File: src/rtl/svn_pkg.sv
// Shared constants, codes and types of the smooth vertex normals block.
package svn_pkg;
	localparam int MAX_VERTICES = 1024;
	localparam int IDX_W = 10;
	localparam int CNT_W = 11;
	localparam int POS_W = 24;
	localparam int ACC_W = 32;
	localparam int NRM_W = 16;
	localparam int EDGE_W = POS_W + 1;
	localparam int PROD_W = 2 * EDGE_W;
	localparam int VEC_W = 52;
	localparam int QUEUE_DEPTH = 2;
	localparam int QPTR_W = (QUEUE_DEPTH > 1) ? $clog2(QUEUE_DEPTH) : 1;
	localparam int QCNT_W = $clog2(QUEUE_DEPTH + 1);

	localparam logic [CNT_W-1:0] VCOUNT_RESET = CNT_W'(1024);
	localparam logic [CNT_W-1:0] VCOUNT_MAX = CNT_W'(MAX_VERTICES);
	localparam int NRM_ONE = 16384;

	localparam logic [1:0] CMD_LOAD = 2'd0;
	localparam logic [1:0] CMD_TRI = 2'd1;
	localparam logic [1:0] CMD_READ = 2'd2;

	localparam logic STATUS_OK = 1'b0;
	localparam logic STATUS_ERR = 1'b1;

	typedef enum logic [1:0] {
		OP_LOAD,
		OP_TRI,
		OP_READ,
		OP_ERR
	} op_t;

	typedef struct packed {
		op_t op;
		logic [IDX_W-1:0] vertex_index;
		logic signed [POS_W-1:0] pos_x;
		logic signed [POS_W-1:0] pos_y;
		logic signed [POS_W-1:0] pos_z;
		logic [IDX_W-1:0] corner_a;
		logic [IDX_W-1:0] corner_b;
		logic [IDX_W-1:0] corner_c;
	} entry_t;

	typedef struct packed {
		logic clearing;
	} back_status_t;
endpackage

File: src/rtl/svn_queue.sv
// Short queue of classified items between the front end and the execution back end.
module svn_queue (
	input  logic              clk,
	input  logic              arst_n,
	input  logic              push,
	input  svn_pkg::entry_t   wdata,
	output logic              full,
	input  logic              pop,
	output svn_pkg::entry_t   rdata,
	output logic              empty
);
	svn_pkg::entry_t mem_q [svn_pkg::QUEUE_DEPTH];
	logic [svn_pkg::QPTR_W-1:0] wr_ptr_q, rd_ptr_q;
	logic [svn_pkg::QCNT_W-1:0] count_q;

	function automatic logic [svn_pkg::QPTR_W-1:0] ptr_next(
		input logic [svn_pkg::QPTR_W-1:0] p);
		ptr_next = (p == svn_pkg::QPTR_W'(svn_pkg::QUEUE_DEPTH - 1)) ? '0 : p + 1'b1;
	endfunction

	always_ff @(posedge clk or negedge arst_n) begin
		if (!arst_n) begin
			wr_ptr_q <= '0;
			rd_ptr_q <= '0;
			count_q <= '0;
		end else begin
			if (push) wr_ptr_q <= ptr_next(wr_ptr_q);
			if (pop) rd_ptr_q <= ptr_next(rd_ptr_q);
			if (push && !pop) count_q <= count_q + 1'b1;
			else if (pop && !push) count_q <= count_q - 1'b1;
		end
	end

	always_ff @(posedge clk) begin
		if (push) mem_q[wr_ptr_q] <= wdata;
	end

	assign rdata = mem_q[rd_ptr_q];
	assign full = (count_q == svn_pkg::QCNT_W'(svn_pkg::QUEUE_DEPTH));
	assign empty = (count_q == '0);
endmodule

File: config.mk
export PLATFORM = sky130hd
export DESIGN_NAME = svn_queue
export DESIGN_NICKNAME = d
export VERILOG_FILES = /design/src/rtl/svn_pkg.sv /design/src/rtl/svn_queue.sv
export SDC_FILE = /design/constraint.sdc
export NUM_CORES = 1
export LEC_CHECK = 0
export BUFFER_PORTS_ARGS = -buffer_cell sky130_fd_sc_hd__buf_4
export CAP_MARGIN = 20
export CORE_AREA = 3 3 174 176
export CTS_CLUSTER_SIZE = 40
export DETAILED_ROUTE_END_ITERATION = 6
export DIE_AREA = 0 0 177 179
export SKIP_LAST_GASP = 1
export SYNTH_ARGS = -nofsm -noshare
export SYNTH_HDL_FRONTEND = slang
export SYNTH_SLANG_ARGS = --single-unit
File: constraint.sdc
create_clock -name clk -period 7.5 [get_ports clk]
set_input_delay 0.375 -clock clk [delete_from_list [all_inputs] [get_ports clk]]
set_output_delay 0.375 -clock clk [all_outputs]
set_load 0.02 [all_outputs]
==> results.py <==
metrics = {
    "critical_path": {
        "path_class": "reg2out",
        "reg2reg_slack_ns": 5.12,
        "crit_arrival_ns": 2.33,
        "crit_path_start": "rd_ptr_q",
        "reg2reg_to": "mem_q[1][5]",
        "worstReg2RegStart": "wr_ptr_q",
        "r2r_cells": 2,
        "crit_path_end_kind": "output port",
        "cp-start-kind": "flop",
        "required_ns": 7.12,
        "critPathMaxFanout": 52,
    },
    "drt": {
        "drt_iter0_drc": 171,
        "drc": 0,
        "dr.pass1.iters": 4,
        "antenna_left": 0,
        "wirelength_mm": 17.25,
        "vias": 4239,
        "vias_per_cell": 4.132,
        "wire_per_inst_um": 16.81,
    },
    "floorplanning": {
        "num_io_pins": 234,
        "design.die.area_mm2": 0.03168,
        "core_mm2": 0.02878,
        "std_cell_rows": 62,
        "die_h_um": 179,
        "start_util": 0.2993,
        "die_x_um": 177,
    },
    "timing": {
        "hold_viol": 0,
        "finClkSkew_ns": 0.008998,
        "period_share": 0.3601,
        "relSlewSlack": 0.3379,
        "worst_slack_ns": 4.799,
        "tightest_slew_ns": 0.9932,
        "setup_viol": 0,
        "fmax_mhz": 370.2,
        "slew_violations": 0,
        "fin_crit_ns": 2.701,
        "rsz0062_at_grt": "false",
        "fin_hold_ws_ns": 0.04897,
        "fin_tns_setup_ns": 0,
    },
    "clock_tree": {
        "clock_sinks": 232,
        "cts.clk_slew.worst_paths_ns": 0.06,
        "cts_resized": 0,
        "cts_setup_buffers": 0,
        "cts_tree": "done",
        "clk-insertion-delay-late_ns": 0.50,
        "cts_hold_buffers": 1,
        "cts_root_buf": "clkbuf_16",
        "cts_made_buffers": 25,
        "h-tree-depth": 1,
        "clock_path_buffers": 3,
    },
    "min_path": {
        "hold_path_class": "in2reg",
        "min_from": "wdata[71]",
        "hold-path-cell-count": 1,
        "min_to": "mem_q[1][71]",
    },
    "finish": {
        "drive_gt1_frac": 0.6090,
        "area_delta_synth_final_pct": 35.07,
        "final_core_util": 0.4042,
        "nets": 743,
        "diodes": 0,
    },
    "yosys": {
        "yosys_warnings": 0,
        "ys_ff_latch": 232,
        "synth_cells": 371,
        "ys_seq_area_frac": 0.8065,
        "ys_types": 13,
        "syn-cell-area_mm2": 0.008613,
        "synthesis.nets": 490,
        "syn_area_per_cell_um2": 23.22,
    },
    "pwr": {
        "switchingPower_uw": 1379,
        "fin_total_pwr_uw": 4593,
        "p_leak_uw": 0.004461,
        "pwr-share-clk": 0.264,
        "max-vdd-ir-drop_mv": 0.2436,
        "p_seq_frac": 0.391,
        "p_sw_frac": 0.3004,
        "p_int_uw": 3213,
        "power_frac_comb": 0.344,
        "power_density_mw_per_mm2": 394.8,
    },
    "grt": {
        "antenna_found_initial": 0,
        "grt_overflow": 0,
        "grt_pass1_vias": 4579,
        "grt_pass1_wl_mm": 25.54,
        "grtUsageTotal": 0.1033,
        "grt_start_max_net_pins": 70,
    },
    "outcome": {
        "outcome": "finished, final reports clean",
    },
    "place": {
        "pre_cts_slack_ns": 4.543,
        "portBuffers": 233,
        "dp_hpwl_mm": 11.72,
        "gp_congestion": 0.6826,
    },
    "job": {
        "cap_violations": 0,
    },
}
[worst max-delay path by stage]
stage / slack, ns / to
2_1_floorplan: 1.45 / mem_q[0][0]
6_report: 4.80 / rdata[24]
4_1_cts: 3.97 / rdata[24]
3_3_place_gp: 4.57 / rdata[24]
3_5_place_dp: 4.54 / rdata[24]
5_1_grt: 4.67 / rdata[24]
[power groups by stage]
stage | Sequential (uW) | Combinational (uW) | Clock [uW]
final | 1800 | 1580 | 1210
after global routing | 1820 | 1690 | 1310
after CTS | 1880 | 1530 | 1260
after detailed placement | 1900 | 1530 | 0
after global placement | 1890 | 1510 | 0
after floorplan | 1830 | 1030 | 0
[routing by layer]
layer	up-vias	wire length [um]	track usage
li1	1982	-	-
met1	2063	6705	0.1221
met2	167	8464	0.1745
met3	27	1680	0.04214
met4	0	398	0.02848
met5	-	0	0
[cells in the mapped netlist, drive strengths merged]
library cell    n  area (um^2)
buf            13        108.9
nor2b           2        12.51
mux2          114         1471
nor2            2        7.510
xor2            4        35.03
edfxtp        228         6847
xnor2           1        8.760
inv             1        3.750
ha              1        12.51
and2            1        6.260
dfrtp           4        100.1
[final cells by class]
class | instances | area [um^2]
timing repair buffer | 239 | 1817
multi-input combinational | 125 | 1564
clock inverter | 15 | 173.9
inverter | 1 | 3.754
tap | 384 | 480.5
clock buffer | 30 | 644.4
fill | 2607 | 17150
sequential | 232 | 6950
[worst max-delay path, cell delays in order (launching register included)]
cell	delay, ns
dfrtp_4	0.53
buf_4	0.66
mux2_2	0.43
buf_4	0.16
[stage by stage]
stage	std cells	area, um^2
detailed placement	979	10780
CTS	1025	11610
global placement	979	10780
finish	1026	11630
floorplan	371	8613
global route	1026	11630
[kinds of logic after synthesis]
family | share of synthesized area
XOR/XNOR | 0.005084
adder cells (fa/ha/maj) | 0.001452
buffers and inverters | 0.01307
flip-flops | 0.8065
multiplexers | 0.1708
AND/OR/NAND/NOR | 0.003051
[layout by cell type, fill, tap and decap left out]
cell type      instances
clkbuf_16             25
dfrtp_4                1
bufinv_16              4
mux2_2                64
clkbuf_1               5
buf_16                 1
clkinv_1               4
and2_4                 1
nor2_1                 2
inv_6                  1
nor2b_4                1
dlygate4sd3_1          1
xnor2_1                1
mux2_4                50
clkinv_2               6
buf_4                237
edfxtp_1             228
inv_1                  1
dfrtp_1                3
ha_1                   1
xor2_1                 4
nor2b_1                1
[sequential cells by signal (all words and copies together), names as in the netlist]
register,cells
count_q,2
rd_ptr_q,1
mem_q,228
wr_ptr_q,1
Note: power is estimated with default switching activity, not from simulation.
