--- config.mk ---
export PLATFORM = sky130hd
export DESIGN_NAME = svn_front_flat
export DESIGN_NICKNAME = d
export VERILOG_FILES = /design/src/rtl/svn_pkg.sv /design/src/rtl/svn_ifs.sv /design/src/rtl/svn_front.sv /design/src/flat_wrapper.sv
export SDC_FILE = /design/constraint.sdc
export NUM_CORES = 1
export LEC_CHECK = 0
export BUFFER_PORTS_ARGS = -buffer_cell sky130_fd_sc_hd__buf_2
export CELL_PAD_IN_SITES_DETAIL_PLACEMENT = 2
export CELL_PAD_IN_SITES_GLOBAL_PLACEMENT = 2
export CORE_UTILIZATION = 16
export DETAILED_ROUTE_END_ITERATION = 8
export PLACE_DENSITY = 0.8
export SLEW_MARGIN = 10
export SYNTH_ARGS = -nofsm -noshare
export SYNTH_HDL_FRONTEND = slang
export SYNTH_SLANG_ARGS = --single-unit
--- constraint.sdc ---
create_clock -name clk -period 2.59 [get_ports clk]
set_clock_uncertainty 0.15 [all_clocks]
set_input_delay 0.259 -clock clk [delete_from_list [all_inputs] [get_ports clk]]
set_output_delay 0.259 -clock clk [all_outputs]
set_load 0.02 [all_outputs]
--- src/rtl/svn_pkg.sv ---
// Shared constants, codes and types of the smooth vertex normals block.
package svn_pkg;
	localparam int MAX_VERTICES = 1024;
	localparam int IDX_W = 10;
	localparam int CNT_W = 11;
	localparam int POS_W = 24;
	localparam int ACC_W = 32;
	localparam int NRM_W = 16;
	localparam int EDGE_W = POS_W + 1;
	localparam int PROD_W = 2 * EDGE_W;
	localparam int VEC_W = 52;
	localparam int QUEUE_DEPTH = 2;
	localparam int QPTR_W = (QUEUE_DEPTH > 1) ? $clog2(QUEUE_DEPTH) : 1;
	localparam int QCNT_W = $clog2(QUEUE_DEPTH + 1);

	localparam logic [CNT_W-1:0] VCOUNT_RESET = CNT_W'(1024);
	localparam logic [CNT_W-1:0] VCOUNT_MAX = CNT_W'(MAX_VERTICES);
	localparam int NRM_ONE = 16384;

	localparam logic [1:0] CMD_LOAD = 2'd0;
	localparam logic [1:0] CMD_TRI = 2'd1;
	localparam logic [1:0] CMD_READ = 2'd2;

	localparam logic STATUS_OK = 1'b0;
	localparam logic STATUS_ERR = 1'b1;

	typedef enum logic [1:0] {
		OP_LOAD,
		OP_TRI,
		OP_READ,
		OP_ERR
	} op_t;

	typedef struct packed {
		op_t op;
		logic [IDX_W-1:0] vertex_index;
		logic signed [POS_W-1:0] pos_x;
		logic signed [POS_W-1:0] pos_y;
		logic signed [POS_W-1:0] pos_z;
		logic [IDX_W-1:0] corner_a;
		logic [IDX_W-1:0] corner_b;
		logic [IDX_W-1:0] corner_c;
	} entry_t;

	typedef struct packed {
		logic clearing;
	} back_status_t;
endpackage

--- src/rtl/svn_ifs.sv ---
// Valid/ready channel interfaces for items into and results out of the block.
interface svn_req_if;
	logic valid;
	logic ready;
	logic [1:0] command;
	logic [svn_pkg::IDX_W-1:0] vertex_index;
	logic signed [svn_pkg::POS_W-1:0] pos_x;
	logic signed [svn_pkg::POS_W-1:0] pos_y;
	logic signed [svn_pkg::POS_W-1:0] pos_z;
	logic [svn_pkg::IDX_W-1:0] corner_a;
	logic [svn_pkg::IDX_W-1:0] corner_b;
	logic [svn_pkg::IDX_W-1:0] corner_c;

	modport source (output valid, command, vertex_index, pos_x, pos_y, pos_z,
		corner_a, corner_b, corner_c, input ready);
	modport sink (input valid, command, vertex_index, pos_x, pos_y, pos_z,
		corner_a, corner_b, corner_c, output ready);
endinterface


--- src/rtl/svn_front.sv ---
// Front end: vertex count register, range checks and classification of incoming items.
module svn_front (
	input  logic                        clk,
	input  logic                        arst_n,
	input  logic                        cfg_we,
	input  logic [svn_pkg::CNT_W-1:0]   cfg_data,
	svn_req_if.sink                     req,
	input  svn_pkg::back_status_t       bstat,
	input  logic                        q_full,
	output logic                        push,
	output svn_pkg::entry_t             entry
);
	logic [svn_pkg::CNT_W-1:0] vertex_count_q;
	logic [svn_pkg::CNT_W-1:0] eff_cnt;
	logic ok_vi, ok_a, ok_b, ok_c;

	always_ff @(posedge clk or negedge arst_n) begin
		if (!arst_n) begin
			vertex_count_q <= svn_pkg::VCOUNT_RESET;
		end else if (cfg_we) begin
			vertex_count_q <= cfg_data;
		end
	end

	assign eff_cnt = (vertex_count_q > svn_pkg::VCOUNT_MAX) ? svn_pkg::VCOUNT_MAX
		: vertex_count_q;
	assign ok_vi = {1'b0, req.vertex_index} < eff_cnt;
	assign ok_a = {1'b0, req.corner_a} < eff_cnt;
	assign ok_b = {1'b0, req.corner_b} < eff_cnt;
	assign ok_c = {1'b0, req.corner_c} < eff_cnt;

	always_comb begin
		entry.vertex_index = req.vertex_index;
		entry.pos_x = req.pos_x;
		entry.pos_y = req.pos_y;
		entry.pos_z = req.pos_z;
		entry.corner_a = req.corner_a;
		entry.corner_b = req.corner_b;
		entry.corner_c = req.corner_c;
		unique case (req.command)
			svn_pkg::CMD_LOAD: entry.op = ok_vi ? svn_pkg::OP_LOAD : svn_pkg::OP_ERR;
			svn_pkg::CMD_TRI: entry.op = (ok_a && ok_b && ok_c) ? svn_pkg::OP_TRI
				: svn_pkg::OP_ERR;
			svn_pkg::CMD_READ: entry.op = ok_vi ? svn_pkg::OP_READ : svn_pkg::OP_ERR;
			default: entry.op = svn_pkg::OP_ERR;
		endcase
	end

	// No item is taken while the accumulators are being cleared after reset.
	assign req.ready = !q_full && !bstat.clearing;
	assign push = req.valid && req.ready;
endmodule

--- src/flat_wrapper.sv ---
// flat-port wrapper written by rule: the top's interface ports become plain ports
module svn_front_flat 
  (clk, arst_n, cfg_we, cfg_data, bstat, q_full, push, entry, req_valid, req_command, req_vertex_index, req_pos_x, req_pos_y, req_pos_z, req_corner_a, req_corner_b, req_corner_c, req_ready);
  svn_req_if req_i ();
  input  logic clk;
  input  logic arst_n;
  input  logic cfg_we;
  input  logic [svn_pkg::CNT_W-1:0] cfg_data;
  input  svn_pkg::back_status_t bstat;
  input  logic q_full;
  output logic push;
  output svn_pkg::entry_t entry;
  input wire logic [$bits(req_i.valid)-1:0] req_valid;
  input wire logic [$bits(req_i.command)-1:0] req_command;
  input wire logic [$bits(req_i.vertex_index)-1:0] req_vertex_index;
  input wire logic [$bits(req_i.pos_x)-1:0] req_pos_x;
  input wire logic [$bits(req_i.pos_y)-1:0] req_pos_y;
  input wire logic [$bits(req_i.pos_z)-1:0] req_pos_z;
  input wire logic [$bits(req_i.corner_a)-1:0] req_corner_a;
  input wire logic [$bits(req_i.corner_b)-1:0] req_corner_b;
  input wire logic [$bits(req_i.corner_c)-1:0] req_corner_c;
  output wire logic [$bits(req_i.ready)-1:0] req_ready;
  assign req_i.valid = req_valid;
  assign req_i.command = req_command;
  assign req_i.vertex_index = req_vertex_index;
  assign req_i.pos_x = req_pos_x;
  assign req_i.pos_y = req_pos_y;
  assign req_i.pos_z = req_pos_z;
  assign req_i.corner_a = req_corner_a;
  assign req_i.corner_b = req_corner_b;
  assign req_i.corner_c = req_corner_c;
  assign req_ready = req_i.ready;
  svn_front u_core (.clk(clk), .arst_n(arst_n), .cfg_we(cfg_we), .cfg_data(cfg_data), .req(req_i), .bstat(bstat), .q_full(q_full), .push(push), .entry(entry));
endmodule
==> flow_summary_export.csv, run 1 <==
group,metric,value,unit
outcome,status,"complete, but fails checks",
outcome,violations,"negative setup slack",
sta,finalCritPeriodShare,103,%
place,portBuffers,102,
sta,fmax,0.376,GHz
clocking,root_buffer,"clkbuf_16",
hold_path,min_from,"cfg_data[4]",
sta,slew_headroom,81.4,%
setup_path,slowest_stage,"dfstp_2",
setup_path,end_kind,"output port",
yosys,synth_commonest_cells,"buf_4 (112), ha_1 (36), a21oi_1 (12)",
place,hpwl,5860,um
setup_path,r2r_start,"u_core.vertex_count_q[10]",
yosys,synth-edff-count,0,
global_route,grt_max_degree,12,
sta,worst_pin_slew,0.278,ns
yosys,ys.flop_type,"dfrtp_1",
yosys,ys_top_cells_by_area,"buf_4 (39%), ha_1 (21%), dfrtp_1 (12%), mux2_1 (5.2%), a21oi_1 (2.8%)",
yosys,ys_seq_elements,11,
place,numPlacedInstances,416,
setup_path,crit_buf_inv,2,
setup_path,crit_fanout,6,
global_route,grt_remaining_overflow,0,
setup_path,critPathMaxStageDelay,0.57,ns
global_route,grt_usage,9.26,%
yosys,yosysWarningCount,0,
setup_path,worstPathCellList,"buf_6 > nand2b_4 > ha_4 > a21oi_2 > nor2_1 > a211oi_2 > o2111ai_1 > o21a_1 > buf_6",
sta,drv_slew,0,
hold_path,whs_path_depth,2,
hold_path,hold_end,"u_core.vertex_count_q[4]",
floorplanning,pin_count,247,
route,vias,1648,
hold_path,hold_path_class,"in2reg",
layout,top_regs,"u_core.vertex_count_q (11)",
clocking,clkTransAtPathRegs,0.04,ns
floorplanning,core-area,13200,um2
clocking,cts_tree,"built",
clocking,cts_max_level,1,
yosys,synthMostInstantiatedCell,"buf_4",
sta,hold_violations,0,
sta,rsz0062_at_grt,"yes",
layout,areaGrowthSynthToFinish,15.4,%
route,drc,0,
route,wl,6680,um
layout,largest-register,"u_core.vertex_count_q",
clocking,cts_sinks,11,
route,ant_nets,0,
setup_path,worst_path_most_repeated_cell,"buf_6",
layout,seq_area,277,um2
yosys,synthDistinctLibCells,35,
sta,setup_violations,1,
route,viasPerCell,3.88,
layout,drive_gt1_share,61.4,%
clocking,cts_buffers,3,
yosys,async_flop_share,100,%
global_route,grt_pass1_vias,1927,
yosys,syn_avg_cell_area,8.80,um2
setup_path,path_delay_family,"compound AO/OA/AOI/OAI gates",
setup_path,path_depth,9,
layout,largest_register_ffs,11,
global_route,antenna_found_initial,0,
setup_path,worst_ep_required_time,2.18,ns
yosys,seq_area_frac_synth,12.8,%
yosys,netlist_area,2160,um2
power_and_ir_drop,p_total,1.02,mW
sta,setup_slack,-0.0695,ns
setup_path,crit_type,"reg2out",
route,drt_iter0_markers,19,
floorplanning,die_w,118,um
layout,fillers,1548,
flow_run,max-cap-violations,0,
setup_path,rr_endpoint,"u_core.vertex_count_q[10]",
route,dr.pass1.iters,4,
yosys,synthCells,246,
route,wl_per_cell,15.7,um
setup_path,rrSetupSlack,1.56,ns
yosys,synth_top_area_share,38.8,%
power_and_ir_drop,powerDensity,407,nW/um2
global_route,grt_pass1_wl,10100,um
clocking,clockBufferDepth,2,
setup_path,r2r_cells,2,
setup_path,critical_path_arrival,2.25,ns
yosys,synth_largest_area_cell,"buf_4",
layout,final_cells,425,
layout,nNetsFinal,417,
clocking,clkLatencyLatePin,0.24,ns
floorplanning,rows,42,
layout,multi_input_area,1300,um2
floorplanning,die-area,14000,um2
floorplanning,initial_core_util,16.3,%
place,gp_congestion,0.693,
yosys,syn_nets,413,
power_and_ir_drop,ir_worst_vdd,0.000289,V
setup_path,start_kind,"flip-flop",
layout,diodes,0,
power_and_ir_drop,p_leak,1.13,nW
sta,finalCriticalPeriod,2.66,ns
floorplanning,dieHeight,118,um
power breakdown:
part	internal, mW	switching (mW)	leakage [nW]
registers	0.191	0.0204	0.127
logic	0.250	0.275	0.967
clock network	0.206	0.0741	0.0382
total	0.648	0.369	1.13
placed cells by master, fill, tap and decap left out, types with 2 or more instances in the layout:
master	count
buf_2	100
ha_1	26
mux2_1	10
ha_4	10
dfrtp_1	10
buf_4	9
a21oi_1	8
nand2b_4	6
nand2_1	6
nor2_1	6
a21oi_2	4
buf_6	4
nor2b_1	3
nand3_1	3
o21ai_1	3
clkbuf_16	3
nand2b_2	2
o21a_1	2
nor3_2	2
nand4b_1	2
o21ai_0	2
o2111ai_1	2
timing repair:
item,in CTS,in global routing
pin swaps,11,7
setup endpoints to repair,2,2
resized for setup,41,12
endpoints found under the hold margin,11,0
hold buffers,1,0
cloned,0,0
buffers inserted,4,0
layout make-up:
cell class | instances | share of cell area [%]
Clock buffer | 4 | 3.16
Timing Repair Buffer | 114 | 24.9
Tap cell | 176 | 8.82
Sequential cell | 11 | 11.1
Multi-Input combinational cell | 120 | 52.0
kinds of logic (layout without fill, tap and decap cells):
family | Yosys count | in the layout | synth area share [%]
flops | 11 | 11 | 12.8
fa+ha+maj | 36 | 36 | 20.8
simple gates | 42 | 42 | 11.7
buf+inv | 115 | 118 | 39.8
compound gates | 31 | 31 | 9.25
mux | 11 | 11 | 5.72
worst max path at each step:
stage                 endpoint  slack, ns                       from
finish              entry[113]      -0.07  u_core.vertex_count_q[10]
global route        entry[113]      -0.16  u_core.vertex_count_q[10]
CTS                 entry[113]      -0.05  u_core.vertex_count_q[10]
detailed placement  entry[113]     -0.007  u_core.vertex_count_q[10]
global placement    entry[113]       0.11  u_core.vertex_count_q[10]
floorplan           entry[113]       0.06  u_core.vertex_count_q[10]
per-layer routing:
| metal | part of all wire [%] | global-route usage [%] |
|---|---|---|
| met5 | 0 | 0 |
| met4 | 2.0 | 2.96 |
| met3 | 6.3 | 2.03 |
| met2 | 53 | 17.8 |
| met1 | 38 | 9.92 |
worst register-to-register path, cell delays in order (launching register included):
cell and delay [ns]:
dfstp_2 0.57, buf_4 0.12, mux2_2 0.13
metrics by stage:
step / util (%) / area, um2 / hold slack, ns / setup TNS [ns] / setup slack, ns
3_5_place_dp: 15.8 / 2090 / -0.00546 / -0.00719 / -0.00719
3_3_place_gp: 15.8 / 2090 / -0.0134 / 0 / 0.114
5_1_grt: 18.9 / 2500 / 0.0913 / -0.262 / -0.158
2_1_floorplan: - / 2160 / -0.187 / 0 / 0.0642
6_report: 18.9 / 2500 / 0.0883 / -0.0695 / -0.0695
4_1_cts: 18.3 / 2420 / 0.0886 / -0.0784 / -0.0486
(Power assumes the default switching activity.)
==> run 2, diff against run 1 <==
--- a/config.mk
+++ b/config.mk
@@ -6,9 +6,9 @@
 export NUM_CORES = 1
 export LEC_CHECK = 0
 export BUFFER_PORTS_ARGS = -buffer_cell sky130_fd_sc_hd__buf_2
-export CELL_PAD_IN_SITES_DETAIL_PLACEMENT = 2
-export CELL_PAD_IN_SITES_GLOBAL_PLACEMENT = 2
-export CORE_UTILIZATION = 16
+export CELL_PAD_IN_SITES_DETAIL_PLACEMENT = 1
+export CELL_PAD_IN_SITES_GLOBAL_PLACEMENT = 1
+export CORE_UTILIZATION = 22
 export DETAILED_ROUTE_END_ITERATION = 8
 export PLACE_DENSITY = 0.8
 export SLEW_MARGIN = 10
==> run 2 against run 1 <==
The run still ends with negative setup slack left; total power fell by 16%; via count fell by 2.5%; largest cell class unchanged; design area fell by 8.3%; utilization rose by 5.6 points; die area fell by 27%; global-route usage rose by 2.5 points; fmax fell by 0.18%; critical endpoint is now entry[112]; flip-flop and latch count did not move; setup slack got worse by 0.0047 ns.
==> flow_summary_export.csv, run 2 (synthesis gave the netlist of run 1 again) <==
group,metric,value,unit
sta,hold_violations,0,
power_and_ir_drop,swShare,38.9,%
place,place_ws,-0.0417,ns
route,routed-wl-met2,3490,um
floorplanning,die_w,101,um
route,wl_per_cell,17.1,um
layout,drive_gt1_share,57.6,%
clocking,cts_sinks,11,
power_and_ir_drop,p_switching,334,uW
outcome,violations,"negative setup slack",
sta,finalCriticalPeriod,2.66,ns
layout,top_regs,"u_core.vertex_count_q (11)",
outcome,status,"complete, but fails checks",
floorplanning,rows,35,
sta,worst_pin_slew,0.311,ns
power_and_ir_drop,p_int,525,uW
setup_path,critical_path_arrival,2.26,ns
power_and_ir_drop,p_leak,1.09,nW
clocking,clkLatencyLatePin,0.24,ns
hold_path,min_from,"cfg_data[4]",
place,hpwl,5530,um
floorplanning,core-area,9370,um2
sta,drv_slew,0,
place,gp_congestion,0.839,
hold_path,hold_end,"u_core.vertex_count_q[4]",
setup_path,r2r_cells,2,
layout,final_util,24.4,%
global_route,grt_remaining_overflow,0,
global_route,grt_max_degree,12,
sta,slew_headroom,79.1,%
setup_path,r2r_start,"u_core.vertex_count_q[10]",
sta,setup_violations,2,
layout,diodes,0,
hold_path,hold_path_class,"in2reg",
clocking,cts_max_level,1,
layout,largest-register,"u_core.vertex_count_q",
sta,rsz0062_at_grt,"yes",
route,drc,0,
place,portBuffers,102,
clocking,cts_buffers,3,
setup_path,crit_fanout,7,
layout,areaGrowthSynthToFinish,5.84,%
power_and_ir_drop,pwr-share-seq,24.7,%
global_route,grt_pass1_wl,8890,um
global_route,antenna_found_initial,0,
setup_path,start_kind,"flip-flop",
setup_path,worst_ep_required_time,2.18,ns
layout,layout_common_cells,"buf_2 (100), ha_1 (29), mux2_1 (10), dfrtp_1 (10), a21oi_1 (9)",
route,ant_nets,0,
sta,fmax,0.375,GHz
layout,final_common_cell,"buf_2",
clocking,clkTransAtPathRegs,0.05,ns
flow_run,max-cap-violations,0,
setup_path,rrSetupSlack,1.54,ns
route,wirelength_met1,2330,um
sta,finalCritPeriodShare,103,%
floorplanning,die-area,10200,um2
floorplanning,pin_count,247,
hold_path,whs_path_depth,2,
route,vias,1607,
route,wl,6390,um
power_and_ir_drop,powerDensity,375,nW/um2
route,drt_iter0_markers,19,
setup_path,crit_type,"reg2out",
floorplanning,dieHeight,101,um
route,dr_wl_met3,413,um
setup_path,rr_endpoint,"u_core.vertex_count_q[10]",
route,dr.max_layer_used,"met4",
floorplanning,initial_core_util,23.1,%
route,viasPerCell,4.30,
sta,fin_setup_tns,-0.145,ns
clocking,cts_tree,"built",
global_route,grt_usage,11.7,%
clocking,clockBufferDepth,2,
global_route,grt_pass1_vias,1721,
power_and_ir_drop,clkPwrFrac,19.8,%
sta,setup_slack,-0.0742,ns
clocking,root_buffer,"clkbuf_8",
setup_path,end_kind,"output port",
power_and_ir_drop,ir_worst_vdd,0.000285,V
layout,nNetsFinal,413,
power_and_ir_drop,comb_power_share,55.5,%
layout,largest_register_ffs,11,
route,dr.pass1.iters,3,
run 2: cell types whose count changed in the layout (fill, tap and decap cells not counted), sizes merged:
cell,before,now
buf,113,109
run 2: worst max path at each step:
stage	from	end	slack, ns
2_1_floorplan	u_core.vertex_count_q[10]	entry[113]	0.06
3_3_place_gp	u_core.vertex_count_q[10]	entry[113]	0.05
3_5_place_dp	u_core.vertex_count_q[10]	entry[113]	-0.04
4_1_cts	u_core.vertex_count_q[10]	entry[113]	-0.11
5_1_grt	u_core.vertex_count_q[10]	entry[112]	-0.21
6_report	u_core.vertex_count_q[10]	entry[112]	-0.07
run 2: per-stage QoR:
step	instance area, um2	hold WS, ns	power, mW	instances
global route	2290	0.0863	0.925	374
CTS	2160	0.0813	0.824	373
detailed placement	2010	-0.0110	0.610	366
global placement	2010	-0.0154	0.583	366
floorplan	2160	-0.187	0.643	246
finish	2290	0.0871	0.859	374
run 2: per-layer routing:
| layer | vias to the layer above | GRT usage (%) |
|---|---|---|
| li1 | 739 | - |
| met1 | 755 | 11.9 |
| met2 | 91 | 23.2 |
| met3 | 22 | 2.07 |
| met4 | 0 | 5.02 |
| met5 | - | 0 |
run 2: repair_timing:
item / in CTS / in global routing
pin swaps: 2 / 14
endpoints found under the setup margin: 2 / 2
endpoints found under the hold margin: 11 / 0
hold buffers: 1 / 0
gates resized for setup: 19 / 21
setup buffers: 2 / 1
run 2: cell type report:
class / count / area [um2]
Clock buffer: 4 / 45.0
Tap cell: 129 / 161
Sequential cell: 11 / 277
Timing Repair Buffer: 110 / 593
Multi-Input combinational cell: 120 / 1210
Fill cell: 1145 / 7080
run 2: worst max-delay path, cell delays in order (launching register included):
cell	delay [ns]
dfstp_2	0.57
buf_4	0.17
nand2b_4	0.15
ha_1	0.23
nand3_1	0.15
nor3_2	0.07
a2bb2oi_2	0.19
a21oi_1	0.09
or2_1	0.25
buf_6	0.14
run 2: power groups by stage:
stage               registers [mW]  clock network [mW]  logic (mW)
floorplan                    0.199                   0       0.443
global placement             0.207                   0       0.377
detailed placement           0.208                   0       0.402
CTS                          0.209               0.180       0.436
global route                 0.214               0.182       0.529
finish                       0.212               0.170       0.477
